## src/hw/rtl/padded_tile_halo_address_gen_core_assert.svh

```systemverilog
// Assertion helpers for the halo address generator.
`ifndef PADDED_TILE_HALO_ADDRESS_GEN_CORE_ASSERT_SVH
`define PADDED_TILE_HALO_ADDRESS_GEN_CORE_ASSERT_SVH

// Same-cycle implication, sampled on clk, off during reset.
`define PTHA_ASSERT(label, ante, cons, msg) \
  label: assert property (@(posedge clk) disable iff (rst) (ante) |-> (cons)) \
    else $error(msg);

// Delayed implication, matching the accept-to-result path (input register, result register).
`define PTHA_ASSERT_LAT2(label, ante, cons, msg) \
  label: assert property (@(posedge clk) disable iff (rst) (ante) |-> ##2 (cons)) \
    else $error(msg);

`endif

```

## src/hw/rtl/ptha_pkg.sv

```systemverilog
`timescale 1ns / 1ps

package ptha_pkg;

  localparam int COORD_W = 8;

  typedef enum logic [1:0] {
    REG_BEFORE  = 2'd0,
    REG_BODY    = 2'd1,
    REG_AFTER   = 2'd2,
    REG_OUTSIDE = 2'd3
  } region_t;

  typedef struct packed {
    region_t                     region;
    logic signed [COORD_W-1:0]   src;
  } axis_t;

  localparam logic [2:0] CFG_PAD_TOP_LEFT     = 3'd0;
  localparam logic [2:0] CFG_PAD_BOTTOM_RIGHT = 3'd1;
  localparam logic [2:0] CFG_TILES_DOWN       = 3'd2;
  localparam logic [2:0] CFG_TILES_ACROSS     = 3'd3;
  localparam logic [2:0] CFG_IMAGE_HEIGHT     = 3'd4;
  localparam logic [2:0] CFG_IMAGE_WIDTH      = 3'd5;
  localparam logic [2:0] CFG_ZERO_POINT       = 3'd6;

endpackage

```

## src/hw/rtl/ptha_axis.sv

```systemverilog
`timescale 1ns / 1ps

module ptha_axis import ptha_pkg::*; #(
  parameter int SIZE = 8
) (
  input  logic [3:0] pos,
  input  logic [3:0] pre,
  input  logic [3:0] post,
  output axis_t      axis
);

  localparam logic [COORD_W-1:0] SIZE_V = COORD_W'(SIZE);

  logic [COORD_W-1:0] pos_w;
  logic [COORD_W-1:0] pre_w;
  logic [COORD_W-1:0] post_w;
  logic [COORD_W-1:0] body_end;
  logic [COORD_W-1:0] after_end;

  assign pos_w     = COORD_W'(pos);
  assign pre_w     = COORD_W'(pre);
  assign post_w    = COORD_W'(post);
  assign body_end  = pre_w + SIZE_V;
  assign after_end = body_end + post_w;

  always_comb begin
    if (pos_w < pre_w) begin
      axis.region = REG_BEFORE;
      axis.src    = $signed(SIZE_V - pre_w + pos_w);
    end else if (pos_w < body_end) begin
      axis.region = REG_BODY;
      axis.src    = $signed(pos_w - pre_w);
    end else if (pos_w < after_end) begin
      axis.region = REG_AFTER;
      axis.src    = $signed(pos_w - body_end);
    end else begin
      axis.region = REG_OUTSIDE;
      axis.src    = '0;
    end
  end

endmodule

```

## src/hw/rtl/ptha_index.sv

```systemverilog
`timescale 1ns / 1ps

module ptha_index import ptha_pkg::*; #(
  parameter int BUFFER_TILES = 4096
) (
  input  logic [9:0]  channel_index,
  input  logic [6:0]  tile_row,
  input  logic [6:0]  tile_col,
  input  region_t     row_region,
  input  region_t     col_region,
  input  logic [15:0] plane,
  input  logic [7:0]  across,
  output logic        idx_ok,
  output logic [11:0] idx
);

  logic signed [8:0]  row_sel;
  logic signed [8:0]  col_sel;
  logic signed [17:0] row_term;
  logic [25:0]        chan_term;
  logic signed [27:0] sum;

  always_comb begin
    case (row_region)
      REG_BEFORE: row_sel = $signed({2'b0, tile_row}) - 9'sd1;
      REG_AFTER:  row_sel = $signed({2'b0, tile_row}) + 9'sd1;
      default:    row_sel = $signed({2'b0, tile_row});
    endcase
    case (col_region)
      REG_BEFORE: col_sel = $signed({2'b0, tile_col}) - 9'sd1;
      REG_AFTER:  col_sel = $signed({2'b0, tile_col}) + 9'sd1;
      default:    col_sel = $signed({2'b0, tile_col});
    endcase
  end

  assign row_term  = row_sel * $signed({1'b0, across});
  assign chan_term = channel_index * plane;
  assign sum       = $signed({2'b0, chan_term})
                   + $signed({{10{row_term[17]}}, row_term})
                   + $signed({{19{col_sel[8]}}, col_sel});

  assign idx_ok = !sum[27] && (sum < $signed(28'(BUFFER_TILES)));
  assign idx    = sum[11:0];

endmodule

```

## src/hw/rtl/padded_tile_halo_address_gen_core.sv

```systemverilog
`timescale 1ns / 1ps
// An accepted position reaches done through the input register and the result register.
// Throughput: one position per cycle; busy is low except during reset.
// Path: input register, axis classify plus the channel-by-plane and row-by-across multiplies,
// result register. The receiver cannot stall; done pulses for one cycle.
// Reset (synchronous, active high) restores register defaults and clears valids.
`include "padded_tile_halo_address_gen_core_assert.svh"

module padded_tile_halo_address_gen_core import ptha_pkg::*; #(
  parameter int TILE_HEIGHT          = 8,
  parameter int TILE_WIDTH           = 8,
  parameter int MAX_PAD_TOP_LEFT     = 3,
  parameter int MAX_PAD_BOTTOM_RIGHT = 3,
  parameter int BUFFER_TILES         = 4096
) (
  input  logic              clk,
  input  logic              rst,
  input  logic              start,
  output logic              busy,
  input  logic [9:0]        channel_index,
  input  logic [6:0]        tile_row,
  input  logic [6:0]        tile_col,
  input  logic [3:0]        padded_row,
  input  logic [3:0]        padded_col,
  input  logic              cfg_valid,
  output logic              cfg_ready,
  input  logic [2:0]        cfg_index,
  input  logic [10:0]       cfg_data,
  output logic              done,
  output logic              in_range,
  output logic              use_fill,
  output logic signed [7:0] fill_value,
  output logic [11:0]       source_tile,
  output logic [2:0]        source_row,
  output logic [2:0]        source_col
);

  localparam logic [3:0] MAX_TL = 4'(MAX_PAD_TOP_LEFT);
  localparam logic [3:0] MAX_BR = 4'(MAX_PAD_BOTTOM_RIGHT);
  localparam logic signed [COORD_W-1:0] TH_S = COORD_W'(TILE_HEIGHT);
  localparam logic signed [COORD_W-1:0] TW_S = COORD_W'(TILE_WIDTH);

  logic [1:0]        pad_top_left;
  logic [1:0]        pad_bottom_right;
  logic [7:0]        tiles_down;
  logic [7:0]        tiles_across;
  logic [10:0]       image_height;
  logic [10:0]       image_width;
  logic signed [7:0] zero_point;
  logic [15:0]       plane;

  logic       stage_valid;
  logic [9:0] ch_q;
  logic [6:0] tr_q;
  logic [6:0] tc_q;
  logic [3:0] pr_q;
  logic [3:0] pc_q;

  logic [3:0]  ptl;
  logic [3:0]  pbr;
  axis_t       row_axis;
  axis_t       col_axis;
  logic        idx_ok;
  logic [11:0] idx;

  logic signed [14:0] row_pos;
  logic signed [14:0] col_pos;
  logic row_past, col_past;
  logic no_up, no_down, no_left, no_right;
  logic row_missing, col_missing;
  logic fill;
  logic src_ok;

  logic              in_range_next;
  logic              use_fill_next;
  logic signed [7:0] fill_value_next;
  logic [11:0]       source_tile_next;
  logic [2:0]        source_row_next;
  logic [2:0]        source_col_next;

  assign busy      = rst;
  assign cfg_ready = !rst;

  always_ff @(posedge clk) begin
    if (rst) begin
      pad_top_left     <= 2'd1;
      pad_bottom_right <= 2'd1;
      tiles_down       <= 8'd1;
      tiles_across     <= 8'd1;
      image_height     <= 11'd8;
      image_width      <= 11'd8;
      zero_point       <= 8'sd0;
    end else if (cfg_valid && cfg_ready) begin
      case (cfg_index)
        CFG_PAD_TOP_LEFT:     pad_top_left     <= cfg_data[1:0];
        CFG_PAD_BOTTOM_RIGHT: pad_bottom_right <= cfg_data[1:0];
        CFG_TILES_DOWN:       tiles_down       <= cfg_data[7:0];
        CFG_TILES_ACROSS:     tiles_across     <= cfg_data[7:0];
        CFG_IMAGE_HEIGHT:     image_height     <= cfg_data;
        CFG_IMAGE_WIDTH:      image_width      <= cfg_data;
        CFG_ZERO_POINT:       zero_point       <= $signed(cfg_data[7:0]);
        default: begin
        end
      endcase
    end
  end

  always_ff @(posedge clk) begin
    plane <= tiles_down * tiles_across;
  end

  always_ff @(posedge clk) begin
    if (rst) begin
      stage_valid <= 1'b0;
    end else begin
      stage_valid <= start && !busy;
    end
  end

  always_ff @(posedge clk) begin
    if (start && !busy) begin
      ch_q <= channel_index;
      tr_q <= tile_row;
      tc_q <= tile_col;
      pr_q <= padded_row;
      pc_q <= padded_col;
    end
  end

  assign ptl = (4'(pad_top_left) > MAX_TL) ? MAX_TL : 4'(pad_top_left);
  assign pbr = (4'(pad_bottom_right) > MAX_BR) ? MAX_BR : 4'(pad_bottom_right);

  ptha_axis #(.SIZE(TILE_HEIGHT)) u_row_axis (
    .pos  (pr_q),
    .pre  (ptl),
    .post (pbr),
    .axis (row_axis)
  );

  ptha_axis #(.SIZE(TILE_WIDTH)) u_col_axis (
    .pos  (pc_q),
    .pre  (ptl),
    .post (pbr),
    .axis (col_axis)
  );

  ptha_index #(.BUFFER_TILES(BUFFER_TILES)) u_index (
    .channel_index (ch_q),
    .tile_row      (tr_q),
    .tile_col      (tc_q),
    .row_region    (row_axis.region),
    .col_region    (col_axis.region),
    .plane         (plane),
    .across        (tiles_across),
    .idx_ok        (idx_ok),
    .idx           (idx)
  );

  assign row_pos = $signed(15'(tr_q) * 15'(TILE_HEIGHT))
                 + $signed({{(15-COORD_W){row_axis.src[COORD_W-1]}}, row_axis.src});
  assign col_pos = $signed(15'(tc_q) * 15'(TILE_WIDTH))
                 + $signed({{(15-COORD_W){col_axis.src[COORD_W-1]}}, col_axis.src});
  assign row_past = row_pos >= $signed({4'b0, image_height});
  assign col_past = col_pos >= $signed({4'b0, image_width});

  assign no_up    = (tr_q == 7'd0);
  assign no_down  = ({1'b0, tr_q} + 8'd1) == tiles_down;
  assign no_left  = (tc_q == 7'd0);
  assign no_right = ({1'b0, tc_q} + 8'd1) == tiles_across;

  always_comb begin
    case (row_axis.region)
      REG_BEFORE: row_missing = no_up;
      REG_AFTER:  row_missing = no_down;
      default:    row_missing = 1'b0;
    endcase
    case (col_axis.region)
      REG_BEFORE: col_missing = no_left;
      REG_AFTER:  col_missing = no_right;
      default:    col_missing = 1'b0;
    endcase
    if (row_axis.region == REG_BODY && col_axis.region == REG_BODY) begin
      fill = row_past || col_past;
    end else if (row_axis.region == REG_BODY) begin
      fill = col_missing || row_past;
    end else if (col_axis.region == REG_BODY) begin
      fill = row_missing || col_past;
    end else begin
      fill = row_missing || col_missing;
    end
  end

  assign src_ok = !row_axis.src[COORD_W-1] && (row_axis.src < TH_S)
               && !col_axis.src[COORD_W-1] && (col_axis.src < TW_S);

  always_comb begin
    in_range_next    = 1'b0;
    use_fill_next    = 1'b0;
    fill_value_next  = 8'sd0;
    source_tile_next = '0;
    source_row_next  = '0;
    source_col_next  = '0;
    if (row_axis.region == REG_OUTSIDE || col_axis.region == REG_OUTSIDE) begin
      in_range_next = 1'b0;
    end else if (fill) begin
      in_range_next   = 1'b1;
      use_fill_next   = 1'b1;
      fill_value_next = zero_point;
    end else if (src_ok && idx_ok) begin
      in_range_next    = 1'b1;
      source_tile_next = idx;
      source_row_next  = row_axis.src[2:0];
      source_col_next  = col_axis.src[2:0];
    end
  end

  always_ff @(posedge clk) begin
    if (rst) begin
      done <= 1'b0;
    end else begin
      done <= stage_valid;
    end
  end

  always_ff @(posedge clk) begin
    if (stage_valid) begin
      in_range    <= in_range_next;
      use_fill    <= use_fill_next;
      fill_value  <= fill_value_next;
      source_tile <= source_tile_next;
      source_row  <= source_row_next;
      source_col  <= source_col_next;
    end
  end

  `PTHA_ASSERT_LAT2(a_latency, start && !busy, done, "accepted item produced no result")
  `PTHA_ASSERT(a_fill_in_range, done && use_fill, in_range, "fill result flagged out of range")
  `PTHA_ASSERT(a_fill_no_addr, done && use_fill, source_tile == 12'd0 && source_row == 3'd0 && source_col == 3'd0, "fill result carries an address")
  `PTHA_ASSERT(a_read_no_fill, done && !use_fill, fill_value == 8'sd0, "read result carries a fill value")
  `PTHA_ASSERT(a_oor_clear, done && !in_range, !use_fill && source_tile == 12'd0, "out-of-range result not cleared")

endmodule

```

## config.mk

```make
export PLATFORM = sky130hd
export DESIGN_NAME = padded_tile_halo_address_gen_core
export DESIGN_NICKNAME = d
export VERILOG_FILES = /design/src/hw/rtl/ptha_pkg.sv /design/src/hw/rtl/ptha_axis.sv /design/src/hw/rtl/ptha_index.sv /design/src/hw/rtl/padded_tile_halo_address_gen_core.sv
export VERILOG_INCLUDE_DIRS = /design/src /design/src/hw/rtl
export SDC_FILE = /design/constraint.sdc
export NUM_CORES = 1
export LEC_CHECK = 0
export BUFFER_PORTS_ARGS = -buffer_cell sky130_fd_sc_hd__buf_4
export CORE_MARGIN = 8
export CORE_UTILIZATION = 45
export DETAILED_ROUTE_END_ITERATION = 10
export GPL_TIMING_DRIVEN = 0
export PLACE_DENSITY = 0.63
export SKIP_CTS_REPAIR_TIMING = 1
export SLEW_MARGIN = 15
export SYNTH_ARGS = -nofsm -noshare
export SYNTH_HDL_FRONTEND = slang
export SYNTH_SLANG_ARGS = --single-unit
```

## constraint.sdc

```tcl
create_clock -name clk -period 11.24 [get_ports clk]
set_clock_uncertainty 0.15 [all_clocks]
set_input_delay 0 -clock clk [delete_from_list [all_inputs] [get_ports clk]]
set_output_delay 0 -clock clk [all_outputs]
set_load 0.005 [all_outputs]
```

Word-level counts from Yosys, hierarchy flattened
Index checks and enable logic that the tools add are counted.
{"block": "op_classes", "add_sub_neg": 19, "multipliers": 3, "order_cmp": 11, "eq_ne": 14, "n_mux": 16, "bitwise": 2, "reduce_logical": 31}
{"operator": "$mux 10", "count": 4}
{"operator": "$pmux 9 s2", "count": 2}
{"operator": "$add 7x1->8 const B", "count": 4}
{"operator": "$lt 4x8->1", "count": 4}
{"operator": "$add 27x18->28", "count": 1}
{"operator": "$add 28x9->28", "count": 1}
{"operator": "$lt 28x14->1 const B", "count": 1}
{"operator": "$mul 10x16->26", "count": 1}
{"operator": "$add 11x8->12", "count": 2}
{"operator": "$ge 12x12->1", "count": 2}
{"operator": "$mul 9x9->18", "count": 1}
{"operator": "$mux 9", "count": 2}
{"operator": "$add 8x4->8", "count": 2}
{"operator": "$eq 8x8->1", "count": 2}
{"operator": "$lt 8x5->1 const B", "count": 2}
{"operator": "$mul 8x8->16", "count": 1}
{"operator": "$sub 4x8->8", "count": 2}
{"operator": "$sub 7x1->8 const B", "count": 2}
{"operator": "$logic_not 7->1", "count": 2}
{"operator": "$reduce_and 2->1", "count": 7}
{"operator": "$sub 4x2->5", "count": 2}
{"operator": "$eq 3x3->1 const B", "count": 3}
{"operator": "$add 8x2->8", "count": 1}
{"operator": "$eq 2x2->1 const B", "count": 4}
{"operator": "other kinds (16)", "count": 41}
{"block": "totals", "reg_bits": 128, "in_bits": 50, "out_inout_bits": 31, "word_cells": 117}

Depth between registers and ports, before layout
{"block": "logic_depth", "word_depth": 16, "mapped_depth": 40, "ltp_nobuf": 37}

Cells and area by module
A second synthesis with hierarchy kept.
{"block": "unflattened", "cells_unflattened": 2301, "hier_area_um2": 20684.8}
{"mod": "ptha_index", "n_inst": 1, "cells_each": 1308, "area_per_inst_um2": 11026.8, "seq_area_each_um2": 0.0}
{"mod": "padded_tile_halo_address_gen_core", "n_inst": 1, "cells_each": 799, "area_per_inst_um2": 8104.0, "seq_area_each_um2": 3163.0}
{"mod": "ptha_axis", "n_inst": 2, "cells_each": 97, "area_per_inst_um2": 777.0, "seq_area_each_um2": 0.0}

Least setup slack after synthesis
No wires, ideal clock.
{"block": "synth_timing", "path_type": "reg-to-reg", "from": "register ch_q[9]", "to": "register source_tile[10] (data pin)", "setup_time_ps": 150, "t_arrival_ps": 9264, "path_slack_ps": 1676, "path_stages_with_launch": 35, "n_path_buf": 2, "period_less_slack_ps": 9564, "path_cell_list": "edfxtp_1 -> clkbuf_1 -> nand2_1 -> fa_1 -> fa_1 -> fa_1 -> fa_1 -> inv_1 -> fa_1 -> ha_1 -> a21o_1 -> a21oi_1 -> nor4b_1 -> a21oi_1 -> a41o_1 -> o41ai_2 -> o21ai_0 -> a311o_1 -> fa_1 -> inv_1 -> fa_1 -> inv_1 -> fa_1 -> inv_1 -> ha_1 -> nor3b_1 -> a211oi_1 -> and4_1 -> o211ai_1 -> nor4b_1 -> nand4_1 -> a2111oi_4 -> nand4_4 -> buf_6 -> nor3_2"}
{"block": "synth_between", "elab_chain_len": 8}
{"element": "start: declaration", "line_no": "padded_tile_halo_address_gen_core.sv:53", "text": "logic [9:0] ch_q;"}
{"element": "start signal: assignment", "line_no": "padded_tile_halo_address_gen_core.sv:122", "text": "ch_q <= channel_index;"}
{"element": "$mul 10x16->26 (*)", "line_no": "ptha_index.sv:37", "text": "assign chan_term = channel_index * plane;"}
{"element": "$add 27x18->28 (*)", "line_no": "ptha_index.sv:39", "text": "+ $signed({{10{row_term[17]}}, row_term})"}
{"element": "$add 28x9->28 (*)", "line_no": "ptha_index.sv:40", "text": "+ $signed({{19{col_sel[8]}}, col_sel});"}
{"element": "$lt 28x14->1 / $logic_not 1->1 (equally long branches)", "line_no": "ptha_index.sv:42", "text": "assign idx_ok = !sum[27] && (sum < $signed(28'(BUFFER_TILES)));"}
{"element": "$logic_and 1x1->1", "line_no": "ptha_index.sv:42"}
{"element": "$logic_and 1x1->1", "line_no": "padded_tile_halo_address_gen_core.sv:209", "text": "end else if (src_ok && idx_ok) begin"}
{"element": "$not 1->1 (no line)"}
{"element": "$reduce_or 3->1 (no line)"}
{"element": "end signal: assignment", "line_no": "padded_tile_halo_address_gen_core.sv:230", "text": "source_tile <= source_tile_next;"}
{"element": "end: declaration", "line_no": "padded_tile_halo_address_gen_core.sv:33", "text": "output logic [11:0] source_tile,"}
Every way passes the cells marked *; elsewhere a longest branch is shown, timed or not.
A chain may end at the register's enable or synchronous reset.

Worst setup path in the final report
{"block": "layout_timing", "from": "register ch_q[3]", "to": "register source_tile[10] (data pin)"}
Same word-level chain as after synthesis.

==> results.sh <==
export IMPL_reg2reg_slack_ns=0.72
export IMPL_first_pass_iters=5
export IMPL_final_nets=2870
export IMPL_status="finished, violations left"
export IMPL_failed_checks="negative hold slack"
export IMPL_fp_dieH_um=224
export IMPL_core_area_sq_mm=0.0429
export IMPL_numCtsBuffers=17
export IMPL_hold_path_end="pad_top_left[0]"
export IMPL_htreeDepth=4
export IMPL_cts_buffer_depth=2
export IMPL_synth_top_area_share=0.281
export IMPL_drive_above_1_share=0.0700
export IMPL_p_leak_nw=10.4
export IMPL_whs_path_depth=5
export IMPL_min_period_ns=10.52
export IMPL_drv_slew=0
export IMPL_max_slew_margin=0.277
export IMPL_cp_num_buf_inv=10
export IMPL_n_antenna_cell=0
export IMPL_viasPerCell=5.14
export IMPL_drt_iter0_drc=727
export IMPL_dp_slack_ns=0.225
export IMPL_setup_tns_ns=0
export IMPL_arrival_ns=10.65
export IMPL_worst_pin_slew_ns=1.08
export IMPL_fmax_mhz=95.0
export IMPL_wl_per_cell_um=16.7
export IMPL_syn_num_nets=2717
export IMPL_grt_remaining_overflow=0
export IMPL_yosysWarnings=0
export IMPL_area_delta_synth_final_pct=13.1
export IMPL_r2r_start="ch_q[3]"
export IMPL_final_util=0.514
export IMPL_synth_area_leaders="fa_1, ha_1, edfxtp_1"
export IMPL_setup_viol=0
export IMPL_hold_viol=1
export IMPL_post_dp_cell_area_sq_mm=0.0208
export IMPL_ys_async_sr_fraction=0
export IMPL_multi_input_area_sq_mm=0.0144
export IMPL_worstHoldStart="cfg_valid"
export IMPL_synth_top_cell_by_area="fa_1"
export IMPL_period_share=0.936
export IMPL_regArea_sq_mm=0.00316
export IMPL_worst_slack_ns=0.717
export IMPL_ant_nets=0
export IMPL_ys_flop_type="dfxtp_1"
export IMPL_clk_pin_slew_ns=0.06
export IMPL_design_area_sq_mm=0.0220
export IMPL_ff2ff_path_depth=39
export IMPL_first_global_vias=16000
export IMPL_clock_root_buffer="clkbuf_16"
export IMPL_cp_max_fo=10
export IMPL_drc=0
export IMPL_critPathTopFamily="adder cells"
export IMPL_cts_sinks=128
export IMPL_start_kind="flip-flop"
export IMPL_hold_class="in2reg"
export IMPL_antenna_found_initial=0
export IMPL_io_buffers=80
export IMPL_cp_slowest_cell="fa_1"
export IMPL_crit_required_ns=11.37
export IMPL_start_util=0.454
export IMPL_place_gp_congestion=0.907
export IMPL_grt_usage=0.202
export IMPL_maxCapViolations=0
export IMPL_dr_total_vias=15100
export IMPL_ios=81
export IMPL_pwr_density_cell_mw_per_mm2=79.0
export IMPL_syn_area_per_cell_sq_um=8.94
export IMPL_synth_area_sq_mm=0.0195
export IMPL_fillers=3989
export IMPL_clock_latency_ns=0.43
export IMPL_synth_cells=2178
export IMPL_cts_tree="done"
export IMPL_synth_distinct_cells=75
export IMPL_critPathMaxStageDelay_ns=0.56
export IMPL_dp_cells=2844
export IMPL_ir_drop_mv=0.0882
export IMPL_crit_cells=39
export IMPL_synth_edf_count=60
export IMPL_grt_pass1_wl_um=82000
export IMPL_hold_worst_slack_ns=-0.0252
export IMPL_grt_max_degree=30
export IMPL_p_total_mw=1.74
export IMPL_drt_wl_total_um=48900
export IMPL_hpwl_um=40000
export IMPL_worst_setup_path_end_kind="flip-flop"
export IMPL_ys_ff_latch=128
export IMPL_stdcell_count=2929
export IMPL_rows=76
export IMPL_yosysSeqAreaShare=0.162
export IMPL_crit_type="reg2reg"
export IMPL_r2r_end="source_tile[10]"
export IMPL_die_area_sq_mm=0.0502
export IMPL_die_x_um=224
flip-flops by register name, indices dropped and copies added (netlist names), 2 cells and up:
name	count
ch_q	10
fill_value	8
image_height	11
image_width	11
pad_bottom_right	2
pad_top_left	2
pc_q	4
plane	16
pr_q	4
source_col	3
source_row	3
source_tile	12
tc_q	7
tiles_across	8
tiles_down	8
tr_q	7
zero_point	8
synth_stat cells, types with 7 or more instances:
master,number
nor3_2,8
clkbuf_1,68
nor3_1,21
fa_1,273
xnor2_1,56
o211ai_1,9
edfxtp_1,60
or3_1,7
nand2_1,237
o22ai_1,7
dfxtp_1,68
nor3b_1,19
and2_1,132
and3_1,16
nand2b_1,22
a31oi_1,12
inv_1,426
a211oi_1,9
a21o_1,22
mux2i_1,42
xor2_1,34
nor2b_1,23
nor4_1,9
nand4_1,11
ha_1,216
or2_2,8
o21ai_0,57
nand3_1,28
a21oi_1,77
o21a_1,13
nor2_1,106
worst reg2reg max path, delay by kind of cell, from the launching register on:
family / cells / cell delay [ns]
AOI/OAI and AO/OA: 8 / 1.75
adders and majority gates: 10 / 4.84
buffers and inverters: 10 / 0.93
DFF: 1 / 0.50
and+or+nand+nor: 11 / 2.17
how the worst max path moves through the flow:
stage	to	startpoint	slack, ns
2_1_floorplan	source_tile[10]	ch_q[9]	1.68
5_1_grt	source_tile[10]	ch_q[3]	-0.02
3_5_place_dp	source_tile[10]	ch_q[3]	0.23
4_1_cts	source_tile[10]	ch_q[3]	0.16
3_3_place_gp	source_tile[2]	ch_q[3]	0.37
6_report	source_tile[10]	ch_q[3]	0.72
power by group:
group          internal [mW]  switching [mW]
clock                  0.337           0.229
combinational          0.262           0.383
sequential             0.508          0.0213
area by class of cell:
| type | instances | share of cell area |
|---|---|---|
| buffer | 76 | 0.0145 |
| timing repair buffer | 136 | 0.0532 |
| clock inverter | 13 | 0.00687 |
| sequential | 128 | 0.144 |
| clock buffer | 19 | 0.0201 |
| tap | 585 | 0.0332 |
| inverter | 427 | 0.0728 |
| multi-input combinational | 1545 | 0.656 |
routing by layer:
metal | track usage | vias to the layer above | part of all wire
met4 | 0.0501 | 0 | 0.021
met3 | 0.0311 | 74 | 0.045
li1 | - | 7254 | -
met1 | 0.270 | 7380 | 0.46
met2 | 0.339 | 353 | 0.48
met5 | 0 | - | 0
cell usage in the layout, fill, tap and decap left out, types with 7 or more instances in the layout:
cell type,Yosys,layout
nor3_1,21,21
nand2_1,237,237
nand2b_1,22,22
a31oi_1,12,12
xnor2_1,56,56
mux2i_1,42,42
o21a_1,13,13
buf_2,6,7
dlygate4sd3_1,0,52
xor2_1,34,34
ha_1,216,216
nand4_1,11,11
o21ai_0,57,56
o22ai_1,7,7
nor2b_1,23,22
and2_1,132,132
dfxtp_1,68,67
clkbuf_16,0,17
edfxtp_1,60,60
or3_1,7,7
inv_1,426,426
buf_4,1,84
nor2_1,106,106
nor3_2,8,8
clkbuf_1,68,58
a21o_1,22,22
fa_1,273,273
o211ai_1,9,9
nand3_1,28,28
a21oi_1,77,76
a211oi_1,9,9
nor3b_1,19,19
or2_2,8,8
nor4_1,9,8
and3_1,16,16
cell families (layout without fill, tap and decap cells):
kind of cell	count (synthesis)	in the layout	share of synthesized area
xor gates and xnor gates	90	90	0.0405
muxes	42	42	0.0216
DFF	128	128	0.162
AOI/OAI and AO/OA	264	264	0.0881
and+or+nand+nor	660	660	0.170
adders and majority gates	489	489	0.419
buffers and inverters	505	671	0.0983
Note: power is estimated with default switching activity, not from simulation.
